### config.mk
export PLATFORM = sky130hd
export DESIGN_NAME = cell_range_reference_parser_core
export DESIGN_NICKNAME = d
export VERILOG_FILES = /design/src/crr_pkg.sv /design/src/crr_step.sv /design/src/crr_finish.sv /design/src/cell_range_reference_parser_core.sv
export SDC_FILE = /design/constraint.sdc
export NUM_CORES = 1
export LEC_CHECK = 0
export BUFFER_PORTS_ARGS = -buffer_cell sky130_fd_sc_hd__buf_2
export CAP_MARGIN = 20
export CORE_ASPECT_RATIO = 1.75
export CORE_MARGIN = 10
export CORE_UTILIZATION = 55
export CTS_CLUSTER_DIAMETER = 80
export DETAILED_ROUTE_END_ITERATION = 6
export PLACE_DENSITY = 0.81
export SLEW_MARGIN = 20
export SYNTH_ARGS = -nofsm -noshare
export SYNTH_HDL_FRONTEND = slang
export SYNTH_HIERARCHICAL = 1
export SYNTH_SLANG_ARGS = --single-unit
### constraint.sdc
create_clock -name clk -period 11.6 [get_ports clk]
set_input_delay 0.58 -clock clk [delete_from_list [all_inputs] [get_ports clk]]
set_output_delay 0.58 -clock clk [all_outputs]
set_load 0.01 [all_outputs]
### src/crr_pkg.sv
// shared types and constants for the cell range reference parser
// no dependencies; imported by every module of the block
package crr_pkg;

	localparam int VALUE_WIDTH_DEF = 24;
	localparam int COORD_W         = 24;
	localparam int CFG_W           = 24;
	localparam int CFG_IDX_W       = 2;
	localparam int CH_W            = 8;
	localparam int OUT_DATA_W      = 4 * COORD_W;

	// configuration register indexes
	localparam logic [CFG_IDX_W-1:0] CFG_NOTATION   = 2'd0;
	localparam logic [CFG_IDX_W-1:0] CFG_MAX_ROW    = 2'd1;
	localparam logic [CFG_IDX_W-1:0] CFG_MAX_COLUMN = 2'd2;

	localparam logic [COORD_W-1:0] MAX_ROW_RST    = 24'd1048576;
	localparam logic [COORD_W-1:0] MAX_COLUMN_RST = 24'd16384;

	localparam int RADIX_ALPHA = 26;
	localparam int RADIX_DEC   = 10;

	localparam logic [CH_W-1:0] CH_COLON    = 8'h3A;
	localparam logic [CH_W-1:0] CH_DOLLAR   = 8'h24;
	localparam logic [CH_W-1:0] CH_R        = 8'h52;
	localparam logic [CH_W-1:0] CH_C        = 8'h43;
	localparam logic [CH_W-1:0] CH_UP_A     = 8'h41;
	localparam logic [CH_W-1:0] CH_UP_Z     = 8'h5A;
	localparam logic [CH_W-1:0] CH_LO_A     = 8'h61;
	localparam logic [CH_W-1:0] CH_LO_Z     = 8'h7A;
	localparam logic [CH_W-1:0] CH_ZERO     = 8'h30;
	localparam logic [CH_W-1:0] CH_NINE     = 8'h39;
	localparam logic [CH_W-1:0] CASE_OFFSET = 8'h20;

	typedef enum logic [3:0] {
		PH_CELL,
		PH_A1_DOLLAR1,
		PH_A1_LETTERS,
		PH_A1_DOLLAR2,
		PH_A1_DIGITS,
		PH_RC_ROW0,
		PH_RC_ROW,
		PH_RC_COL0,
		PH_RC_COL
	} crr_phase_t;

	typedef struct packed {
		crr_phase_t phase;
		logic       seen_colon;
		logic       failed;
	} crr_ctrl_t;

	// parse state at the end of a reference, handed to the finish stage
	typedef struct packed {
		crr_phase_t         phase;
		logic               failed;
		logic               seen_colon;
		logic [COORD_W-1:0] cell_row;
		logic [COORD_W-1:0] cell_col;
		logic [COORD_W-1:0] first_row;
		logic [COORD_W-1:0] first_col;
	} crr_snap_t;

endpackage

### src/crr_step.sv
// next-state logic of the reference parser for one character
// depends on crr_pkg
module crr_step #(
	parameter int VALUE_WIDTH = crr_pkg::VALUE_WIDTH_DEF
) (
	input  logic [crr_pkg::CH_W-1:0]    ch,
	input  logic                        has_char,
	input  logic                        notation,
	input  logic [crr_pkg::COORD_W-1:0] max_row,
	input  logic [crr_pkg::COORD_W-1:0] max_column,
	input  crr_pkg::crr_ctrl_t          ctrl,
	input  logic [VALUE_WIDTH:0]        accum,
	input  logic [crr_pkg::COORD_W-1:0] cell_row,
	input  logic [crr_pkg::COORD_W-1:0] cell_col,
	input  logic [crr_pkg::COORD_W-1:0] first_row_held,
	input  logic [crr_pkg::COORD_W-1:0] first_col_held,
	output crr_pkg::crr_ctrl_t          n_ctrl,
	output logic [VALUE_WIDTH:0]        n_accum,
	output logic [crr_pkg::COORD_W-1:0] n_cell_row,
	output logic [crr_pkg::COORD_W-1:0] n_cell_col,
	output logic [crr_pkg::COORD_W-1:0] n_first_row_held,
	output logic [crr_pkg::COORD_W-1:0] n_first_col_held
);
	import crr_pkg::*;

	localparam int AW = VALUE_WIDTH + 1;
	localparam int PW = AW + 5;
	localparam int EW = AW + COORD_W;

	logic             letter, digit, fail;
	logic [CH_W-1:0]  up, lsub, dsub;
	logic [4:0]       lval;
	logic [3:0]       dval;
	logic [AW-1:0]    cap, acc_base, acc26, acc10;
	logic [PW-1:0]    sum26, sum10;
	logic [EW-1:0]    acc_ext;
	logic             row_ok, col_ok;
	logic [COORD_W-1:0] row_val, col_val;

	assign letter = (ch >= CH_UP_A && ch <= CH_UP_Z) || (ch >= CH_LO_A && ch <= CH_LO_Z);
	assign digit  = ch >= CH_ZERO && ch <= CH_NINE;
	assign up     = (ch >= CH_LO_A && ch <= CH_LO_Z) ? ch - CASE_OFFSET : ch;
	assign lsub   = up - CH_UP_A + 8'd1;
	assign dsub   = ch - CH_ZERO;
	assign lval   = lsub[4:0];
	assign dval   = dsub[3:0];

	// running number saturates at 2^VALUE_WIDTH
	assign cap      = AW'(1) << VALUE_WIDTH;
	assign acc_base = (ctrl.phase == PH_CELL) ? '0 : accum;
	assign sum26    = PW'(acc_base) * PW'(RADIX_ALPHA) + PW'(lval);
	assign sum10    = PW'(acc_base) * PW'(RADIX_DEC) + PW'(dval);
	assign acc26    = (sum26 > PW'(cap)) ? cap : sum26[AW-1:0];
	assign acc10    = (sum10 > PW'(cap)) ? cap : sum10[AW-1:0];

	// number end checks against the limits
	assign acc_ext = EW'(accum);
	assign row_ok  = (accum != '0) && (acc_ext <= EW'(max_row));
	assign col_ok  = (accum != '0) && (acc_ext <= EW'(max_column));
	assign row_val = row_ok ? acc_ext[COORD_W-1:0] : '0;
	assign col_val = col_ok ? acc_ext[COORD_W-1:0] : '0;

	always_comb begin
		n_ctrl           = ctrl;
		n_accum          = accum;
		n_cell_row       = cell_row;
		n_cell_col       = cell_col;
		n_first_row_held = first_row_held;
		n_first_col_held = first_col_held;
		fail             = 1'b0;
		if (has_char && !ctrl.failed) begin
			unique case (ctrl.phase)
				PH_CELL: begin
					n_accum = '0;
					if (!notation) begin
						if (ch == CH_DOLLAR) begin
							n_ctrl.phase = PH_A1_DOLLAR1;
						end else if (letter) begin
							n_accum      = acc26;
							n_ctrl.phase = PH_A1_LETTERS;
						end else begin
							fail = 1'b1;
						end
					end else if (up == CH_R) begin
						n_ctrl.phase = PH_RC_ROW0;
					end else begin
						fail = 1'b1;
					end
				end
				PH_A1_DOLLAR1: begin
					if (letter) begin
						n_accum      = acc26;
						n_ctrl.phase = PH_A1_LETTERS;
					end else begin
						fail = 1'b1;
					end
				end
				PH_A1_LETTERS: begin
					if (letter) begin
						n_accum = acc26;
					end else if (ch == CH_DOLLAR || digit) begin
						// column ends; a digit starts the row from zero
						fail       = !col_ok;
						n_cell_col = col_val;
						if (digit) begin
							n_accum      = AW'(dval);
							n_ctrl.phase = PH_A1_DIGITS;
						end else begin
							n_accum      = '0;
							n_ctrl.phase = PH_A1_DOLLAR2;
						end
					end else begin
						fail = 1'b1;
					end
				end
				PH_A1_DOLLAR2, PH_RC_ROW0, PH_RC_COL0: begin
					if (digit) begin
						n_accum = acc10;
						case (ctrl.phase)
							PH_A1_DOLLAR2: n_ctrl.phase = PH_A1_DIGITS;
							PH_RC_ROW0:    n_ctrl.phase = PH_RC_ROW;
							default:       n_ctrl.phase = PH_RC_COL;
						endcase
					end else begin
						fail = 1'b1;
					end
				end
				PH_RC_ROW: begin
					if (digit) begin
						n_accum = acc10;
					end else if (up == CH_C) begin
						fail         = !row_ok;
						n_cell_row   = row_val;
						n_accum      = '0;
						n_ctrl.phase = PH_RC_COL0;
					end else begin
						fail = 1'b1;
					end
				end
				PH_A1_DIGITS, PH_RC_COL: begin
					if (digit) begin
						n_accum = acc10;
					end else if (ch == CH_COLON && !ctrl.seen_colon) begin
						n_accum = '0;
						if (ctrl.phase == PH_A1_DIGITS) begin
							fail             = !row_ok;
							n_cell_row       = row_val;
							n_first_row_held = row_val;
							n_first_col_held = cell_col;
						end else begin
							fail             = !col_ok;
							n_cell_col       = col_val;
							n_first_row_held = cell_row;
							n_first_col_held = col_val;
						end
						n_ctrl.seen_colon = 1'b1;
						n_ctrl.phase      = PH_CELL;
					end else begin
						fail = 1'b1;
					end
				end
				default: fail = 1'b1;
			endcase
			if (fail) begin
				n_ctrl.failed = 1'b1;
			end
		end
	end

endmodule

### src/crr_finish.sv
// end-of-reference check and result register of the parser
// depends on crr_pkg
module crr_finish #(
	parameter int VALUE_WIDTH = crr_pkg::VALUE_WIDTH_DEF
) (
	input  logic                           clk,
	input  logic                           arst_n,
	input  logic                           in_valid,
	output logic                           in_ready,
	input  crr_pkg::crr_snap_t             snap,
	input  logic [VALUE_WIDTH:0]           accum,
	input  logic [crr_pkg::COORD_W-1:0]    max_row,
	input  logic [crr_pkg::COORD_W-1:0]    max_column,
	output logic                           m_tvalid,
	input  logic                           m_tready,
	output logic [crr_pkg::OUT_DATA_W-1:0] m_tdata,
	output logic                           m_tuser
);
	import crr_pkg::*;

	localparam int AW = VALUE_WIDTH + 1;
	localparam int EW = AW + COORD_W;

	logic [EW-1:0]      acc_ext;
	logic               row_ok, col_ok, end_ok, ok;
	logic [COORD_W-1:0] row_fin, col_fin, row_first, col_first;
	logic               out_valid_q;
	logic [OUT_DATA_W-1:0] out_data_q;
	logic               out_ok_q;

	assign acc_ext = EW'(accum);
	assign row_ok  = (accum != '0) && (acc_ext <= EW'(max_row));
	assign col_ok  = (accum != '0) && (acc_ext <= EW'(max_column));

	// the number still open at the end closes the last cell
	assign row_fin = (snap.phase == PH_A1_DIGITS) ? acc_ext[COORD_W-1:0] : snap.cell_row;
	assign col_fin = (snap.phase == PH_RC_COL) ? acc_ext[COORD_W-1:0] : snap.cell_col;
	// a single cell is both ends of the range
	assign row_first = snap.seen_colon ? snap.first_row : row_fin;
	assign col_first = snap.seen_colon ? snap.first_col : col_fin;
	assign end_ok  = (snap.phase == PH_A1_DIGITS && row_ok) ||
	                 (snap.phase == PH_RC_COL && col_ok);
	assign ok      = !snap.failed && end_ok &&
	                 !(row_first > row_fin) && !(col_first > col_fin);

	assign in_ready = !out_valid_q || m_tready;

	always_ff @(posedge clk or negedge arst_n) begin
		if (!arst_n) begin
			out_valid_q <= 1'b0;
		end else if (in_ready) begin
			out_valid_q <= in_valid;
		end
	end

	always_ff @(posedge clk) begin
		if (in_ready && in_valid) begin
			out_ok_q   <= ok;
			out_data_q <= ok ? {col_fin, row_fin, col_first, row_first} : '0;
		end
	end

	assign m_tvalid = out_valid_q;
	assign m_tdata  = out_data_q;
	assign m_tuser  = out_ok_q;

endmodule

### src/cell_range_reference_parser_core.sv
// Range reference parser, one character per transfer. Each accepted character
// is registered, then updates the parse state from that register; a character
// marked tlast closes the text and its state goes through one more register
// for the final limit and ordering checks before the result register. The
// block takes one character every cycle while results are taken. Characters
// without tlast give no result. notation, max_row and max_column are written
// through the cfg port; the user must do so only while the parser is idle, and
// the block does not enforce it. Depends on crr_pkg, crr_step, crr_finish.
module cell_range_reference_parser_core #(
	parameter int VALUE_WIDTH = crr_pkg::VALUE_WIDTH_DEF
) (
	input  logic                           clk,
	input  logic                           arst_n,
	input  logic                           cfg_we,
	input  logic [crr_pkg::CFG_IDX_W-1:0]  cfg_index,
	input  logic [crr_pkg::CFG_W-1:0]      cfg_data,
	input  logic                           s_tvalid,
	output logic                           s_tready,
	input  logic [7:0]                     s_tdata,  // ch
	input  logic                           s_tuser,  // has_char
	input  logic                           s_tlast,  // last
	output logic                           m_tvalid,
	input  logic                           m_tready,
	// first_row, first_col, last_row, last_col, from the low bits up
	output logic [crr_pkg::OUT_DATA_W-1:0] m_tdata,
	output logic                           m_tuser   // valid_res
);
	import crr_pkg::*;

	logic               notation_q;
	logic [COORD_W-1:0] max_row_q, max_column_q;

	logic               valid_s1, has_char_s1, last_s1;
	logic [CH_W-1:0]    ch_s1;

	crr_ctrl_t          ctrl_q, n_ctrl;
	logic [VALUE_WIDTH:0] accum_q, n_accum;
	logic [COORD_W-1:0] cell_row_q, cell_col_q, first_row_held_q, first_col_held_q;
	logic [COORD_W-1:0] n_cell_row, n_cell_col, n_first_row_held, n_first_col_held;

	logic               valid_s2;
	crr_snap_t          snap_s2;
	logic [VALUE_WIDTH:0] accum_s2;

	logic               fin_ready, s2_free, s1_move;

	always_ff @(posedge clk or negedge arst_n) begin
		if (!arst_n) begin
			notation_q   <= 1'b0;
			max_row_q    <= MAX_ROW_RST;
			max_column_q <= MAX_COLUMN_RST;
		end else if (cfg_we) begin
			unique case (cfg_index)
				CFG_NOTATION:   notation_q   <= cfg_data[0];
				CFG_MAX_ROW:    max_row_q    <= cfg_data;
				CFG_MAX_COLUMN: max_column_q <= cfg_data;
				default: ;
			endcase
		end
	end

	// only a closing character needs room further down
	assign s2_free  = !valid_s2 || fin_ready;
	assign s1_move  = valid_s1 && (!last_s1 || s2_free);
	assign s_tready = !valid_s1 || s1_move;

	always_ff @(posedge clk or negedge arst_n) begin
		if (!arst_n) begin
			valid_s1 <= 1'b0;
		end else if (s_tready) begin
			valid_s1 <= s_tvalid;
		end
	end

	always_ff @(posedge clk) begin
		if (s_tvalid && s_tready) begin
			ch_s1       <= s_tdata;
			has_char_s1 <= s_tuser;
			last_s1     <= s_tlast;
		end
	end

	crr_step #(
		.VALUE_WIDTH(VALUE_WIDTH)
	) u_step (
		.ch               (ch_s1),
		.has_char         (has_char_s1),
		.notation         (notation_q),
		.max_row          (max_row_q),
		.max_column       (max_column_q),
		.ctrl             (ctrl_q),
		.accum            (accum_q),
		.cell_row         (cell_row_q),
		.cell_col         (cell_col_q),
		.first_row_held   (first_row_held_q),
		.first_col_held   (first_col_held_q),
		.n_ctrl           (n_ctrl),
		.n_accum          (n_accum),
		.n_cell_row       (n_cell_row),
		.n_cell_col       (n_cell_col),
		.n_first_row_held (n_first_row_held),
		.n_first_col_held (n_first_col_held)
	);

	always_ff @(posedge clk or negedge arst_n) begin
		if (!arst_n) begin
			ctrl_q           <= '{phase: PH_CELL, seen_colon: 1'b0, failed: 1'b0};
			accum_q          <= '0;
			cell_row_q       <= '0;
			cell_col_q       <= '0;
			first_row_held_q <= '0;
			first_col_held_q <= '0;
		end else if (s1_move) begin
			if (last_s1) begin
				ctrl_q           <= '{phase: PH_CELL, seen_colon: 1'b0, failed: 1'b0};
				accum_q          <= '0;
				cell_row_q       <= '0;
				cell_col_q       <= '0;
				first_row_held_q <= '0;
				first_col_held_q <= '0;
			end else begin
				ctrl_q           <= n_ctrl;
				accum_q          <= n_accum;
				cell_row_q       <= n_cell_row;
				cell_col_q       <= n_cell_col;
				first_row_held_q <= n_first_row_held;
				first_col_held_q <= n_first_col_held;
			end
		end
	end

	always_ff @(posedge clk or negedge arst_n) begin
		if (!arst_n) begin
			valid_s2 <= 1'b0;
		end else if (s1_move && last_s1) begin
			valid_s2 <= 1'b1;
		end else if (fin_ready) begin
			valid_s2 <= 1'b0;
		end
	end

	always_ff @(posedge clk) begin
		if (s1_move && last_s1) begin
			snap_s2.phase      <= n_ctrl.phase;
			snap_s2.failed     <= n_ctrl.failed;
			snap_s2.seen_colon <= n_ctrl.seen_colon;
			snap_s2.cell_row   <= n_cell_row;
			snap_s2.cell_col   <= n_cell_col;
			snap_s2.first_row  <= n_first_row_held;
			snap_s2.first_col  <= n_first_col_held;
			accum_s2           <= n_accum;
		end
	end

	crr_finish #(
		.VALUE_WIDTH(VALUE_WIDTH)
	) u_finish (
		.clk        (clk),
		.arst_n     (arst_n),
		.in_valid   (valid_s2),
		.in_ready   (fin_ready),
		.snap       (snap_s2),
		.accum      (accum_s2),
		.max_row    (max_row_q),
		.max_column (max_column_q),
		.m_tvalid   (m_tvalid),
		.m_tready   (m_tready),
		.m_tdata    (m_tdata),
		.m_tuser    (m_tuser)
	);

endmodule
==> results.md <==
- Critical path launch point type: register
- Yosys cell types: 97
- Drt drc: 1
- Port Buffer Count: 139
- Setup Viol. Count Final: 0
- TritonCTS Buffers: 36
- Max Fclk: 127 MHz
- Slew @ Worst Pin: 1140 ps
- Total GRT Usage: 0.275
- Seq pwr share: 0.464
- H-tree levels: 2
- Status: complete, but fails checks
- Post-synth EDFFs: 234
- Total number of vias: 27100
- Avg Inst Size Synth: 9.27 um^2
- CP Launch Point: ctrl_q[3]
- RR Endpoint: accum_q[7]
- Worst path slowest cell: nand3_1
- Placed instance area: 32800 um^2
- Post-synthesis sequential area ratio: 0.364
- Nets: 3691
- Syn_nets: 3696
- Detailed Routing Iterations Pass 1: 7
- Initial antenna violation count: 7
- Top FF cell, synth: edfxtp_1
- Worst-path maximum fanout: 60
- Worst rel slew slack: 0.239
- Skew-Pair Late Insertion Delay: 570 ps
- #FFs+latches synth: 413
- R2r startpoint: ctrl_q[3]
- Max-slew violations: 0
- Tmin final: 7900 ps
- Layout Skew: 16.5 ps
- Post-synthesis cell count: 3410
- Mean number of vias per cell: 6.44
- Area of the die: 67800 um^2
- Crit-path cells: or4_1 -> buf_4 -> nand2_1 -> inv_1 -> ha_1 -> inv_1 -> fa_1 -> inv_1 -> ha_1 -> nand2_1 -> o311a_1 -> a2111oi_0 -> o211ai_1 -> a211oi_1 -> nand3_1 -> nor4_1 -> o211ai_1 -> a21oi_1 -> nand3_1 -> or3b_2 -> o211ai_2 -> nand3b_1 -> nand3_1
- Ys async rst share: 0.433
- Total gr overflow: 0
- Synthesized area: 31600 um^2
- Die Y: 337 um
- Vias in the first global route: 26000
- Setup Crit Path Kind: register to register
- Crit share post-route: 0.681
- Worst setup EP type: register
- Area grow syn2layout: 7.36%
- Path type of the worst min-delay path: primary input to async pin
- Yosys synthesis warning count: 6
- Final hold violation count: 0
- Clock Pin Slew Worst Setup and Hold Paths: 70 ps
- Unrepaired setup endpoints after global routing: false
- Max-cap viol count: 0
- Root Buffer: clkbuf_16
- Dpl hpwl: 68.6 mm
- Clock buffer depth: 3
- Critical path data arrival time: 8390 ps
- Overall Power: 3.73 mW
- DR iter-0 viols: 2910
- Worst Path Required: 12080 ps
- Post-CTS Setup Repair Bufs: 0
- R2R depth: 23
- Logic pwr share: 0.206
- Post-route ant nets: 0
- Delay-heaviest family, CP: simple AND/OR/NAND/NOR gates
- Post-CTS Resized: 0
- Chip width: 201 um
- Share of cells above drive strength 1: 0.114
- Number of cells on the critical path: 23
- Fin Setup TNS: 0 ps
- Row count: 116
- Post-route cell area: 33900 um^2
- Leak pwr: 14.9 nW
- Worst vdd ir: 91.4 uV
- Routed wire length: 96.6 mm
- First-pass GRT wire length: 148 mm
- Clock share of power: 0.330
- Pin count of the biggest net entering global routing: 255
- Io pins: 140
- Switch share: 0.314
- Wire per inst: 23.0 um
- Starting density of the core: 0.554
- Crit path to: accum_q[7]
- TritonCTS clock tree: done
- Hold-fix buffers at CTS: 0
- Sw Pwr: 1.17 mW
- Power Internal: 2.56 mW
- Failing checks: design-rule violations
- Core outline area: 57000 um^2
- CTS sink cnt: 413
- Slowest stage delay, CP: 770 ps
- R2r setup slk: 3700 ps
- Gpl congestion: 0.980
- Power per Cell Area: 110 nW/um^2
- WP buf/inv: 4
[stage by stage]
stage	cells	setup WS [ps]	hold WS, ps	util
finish	4203	3700	37.0	0.595
CTS	4200	3960	48.7	0.595
global route	4200	3290	79.3	0.595
detailed placement	4134	4020	503	0.574
global placement	4134	4170	494	0.574
floorplan	3410	4690	284	-
[cell families after synthesis]
kind of cell               count (synthesis)  share of synthesized area
DFF                                      413                      0.364
and+or+nand+nor                         1448                      0.262
xor gates and xnor gates                 101                     0.0282
muxes                                    157                     0.0566
buffers and inverters                    468                     0.0603
AOI/OAI and AO/OA                        577                      0.126
adders and majority gates                246                      0.102
[metal layers]
layer  vias to the layer above  part of all wire  global-route usage
met5                         -           0.00039                   0
met2                      1278              0.49               0.479
met1                     13000              0.34               0.280
met4                         6             0.093               0.230
met3                       418             0.077              0.0554
li1                      12400                 -                   -
[power groups by stage]
stage	clock, mW	combinational (mW)	sequential [mW]
2_1_floorplan	0	0.534	1.73
3_3_place_gp	0	0.734	1.76
3_5_place_dp	0	0.747	1.76
4_1_cts	1.24	0.751	1.73
5_1_grt	1.30	0.828	1.74
6_report	1.23	0.768	1.73
[area by class of cell]
| class | count | area [um^2] |
|---|---|---|
| Clock buffer | 45 | 986 |
| Timing Repair Buffer | 195 | 1140 |
| Fill cell | 4910 | 23100 |
| Sequential cell | 413 | 11500 |
| Clock inverter | 21 | 183 |
| Multi-Input combinational cell | 2529 | 18300 |
| Antenna cell | 3 | 7.51 |
| Tap cell | 767 | 960 |
| Inverter | 230 | 863 |
[cell usage after synthesis (38+ instances only)]
cell type,number,area share
mux2i_1,102,0.032
a21o_1,47,0.011
a21oi_1,123,0.019
xor2_1,38,0.011
nand4_1,49,0.0097
nor3_1,86,0.014
nand3_1,191,0.030
nand4b_1,132,0.037
dfrtp_1,177,0.14
o21ai_0,105,0.017
clkbuf_1,165,0.020
edfxtp_1,234,0.22
nand2b_1,145,0.029
nor2_1,122,0.014
nor3b_1,53,0.013
nand3b_1,128,0.030
and3_1,41,0.0081
inv_1,230,0.027
ha_1,224,0.089
mux2_4,40,0.019
buf_2,62,0.0098
nand2_1,350,0.042
xnor2_1,62,0.017
[layout by cell type (no fill, tap or decap), drive strengths merged, types with 102 or more instances in the layout]
cell type / synthesis / final
nor3: 106 / 106
buf: 73 / 194
a21oi: 127 / 127
nand4b: 132 / 132
nor2: 122 / 122
ha: 224 / 224
nand3b: 130 / 130
mux2i: 102 / 102
inv: 230 / 235
o21ai: 111 / 111
nand3: 191 / 191
nand2b: 145 / 145
dfrtp: 177 / 177
nand2: 350 / 350
edfxtp: 234 / 234
[flip-flops by register name (all words and copies together), names as in the netlist, 6 cells and up]
name              count
ch_s1                 8
cell_col_q           24
cell_row_q           24
ctrl_q                6
max_column_q         24
first_col_held_q     24
first_row_held_q     24
accum_s2             25
max_row_q            24
snap_s2             102
u_finish/m_tdata     96
accum_q              25
[worst min-delay path by stage]
| stage | start | endpoint | slack (ps) | cells past startpoint |
|---|---|---|---|---|
| final | arst_n | max_row_q[15] | 40 | 1 |
| after global routing | arst_n | max_row_q[15] | 80 | 1 |
| after CTS | arst_n | first_row_held_q[14] | 50 | 1 |
| after detailed placement | first_row_held_q[2] | first_row_held_q[2] | 500 | 2 |
| after global placement | first_col_held_q[16] | first_col_held_q[16] | 490 | 2 |
| after floorplan | arst_n | accum_q[0] | 280 | 0 |
No activity file was read; power rests on OpenSTA's default activity.
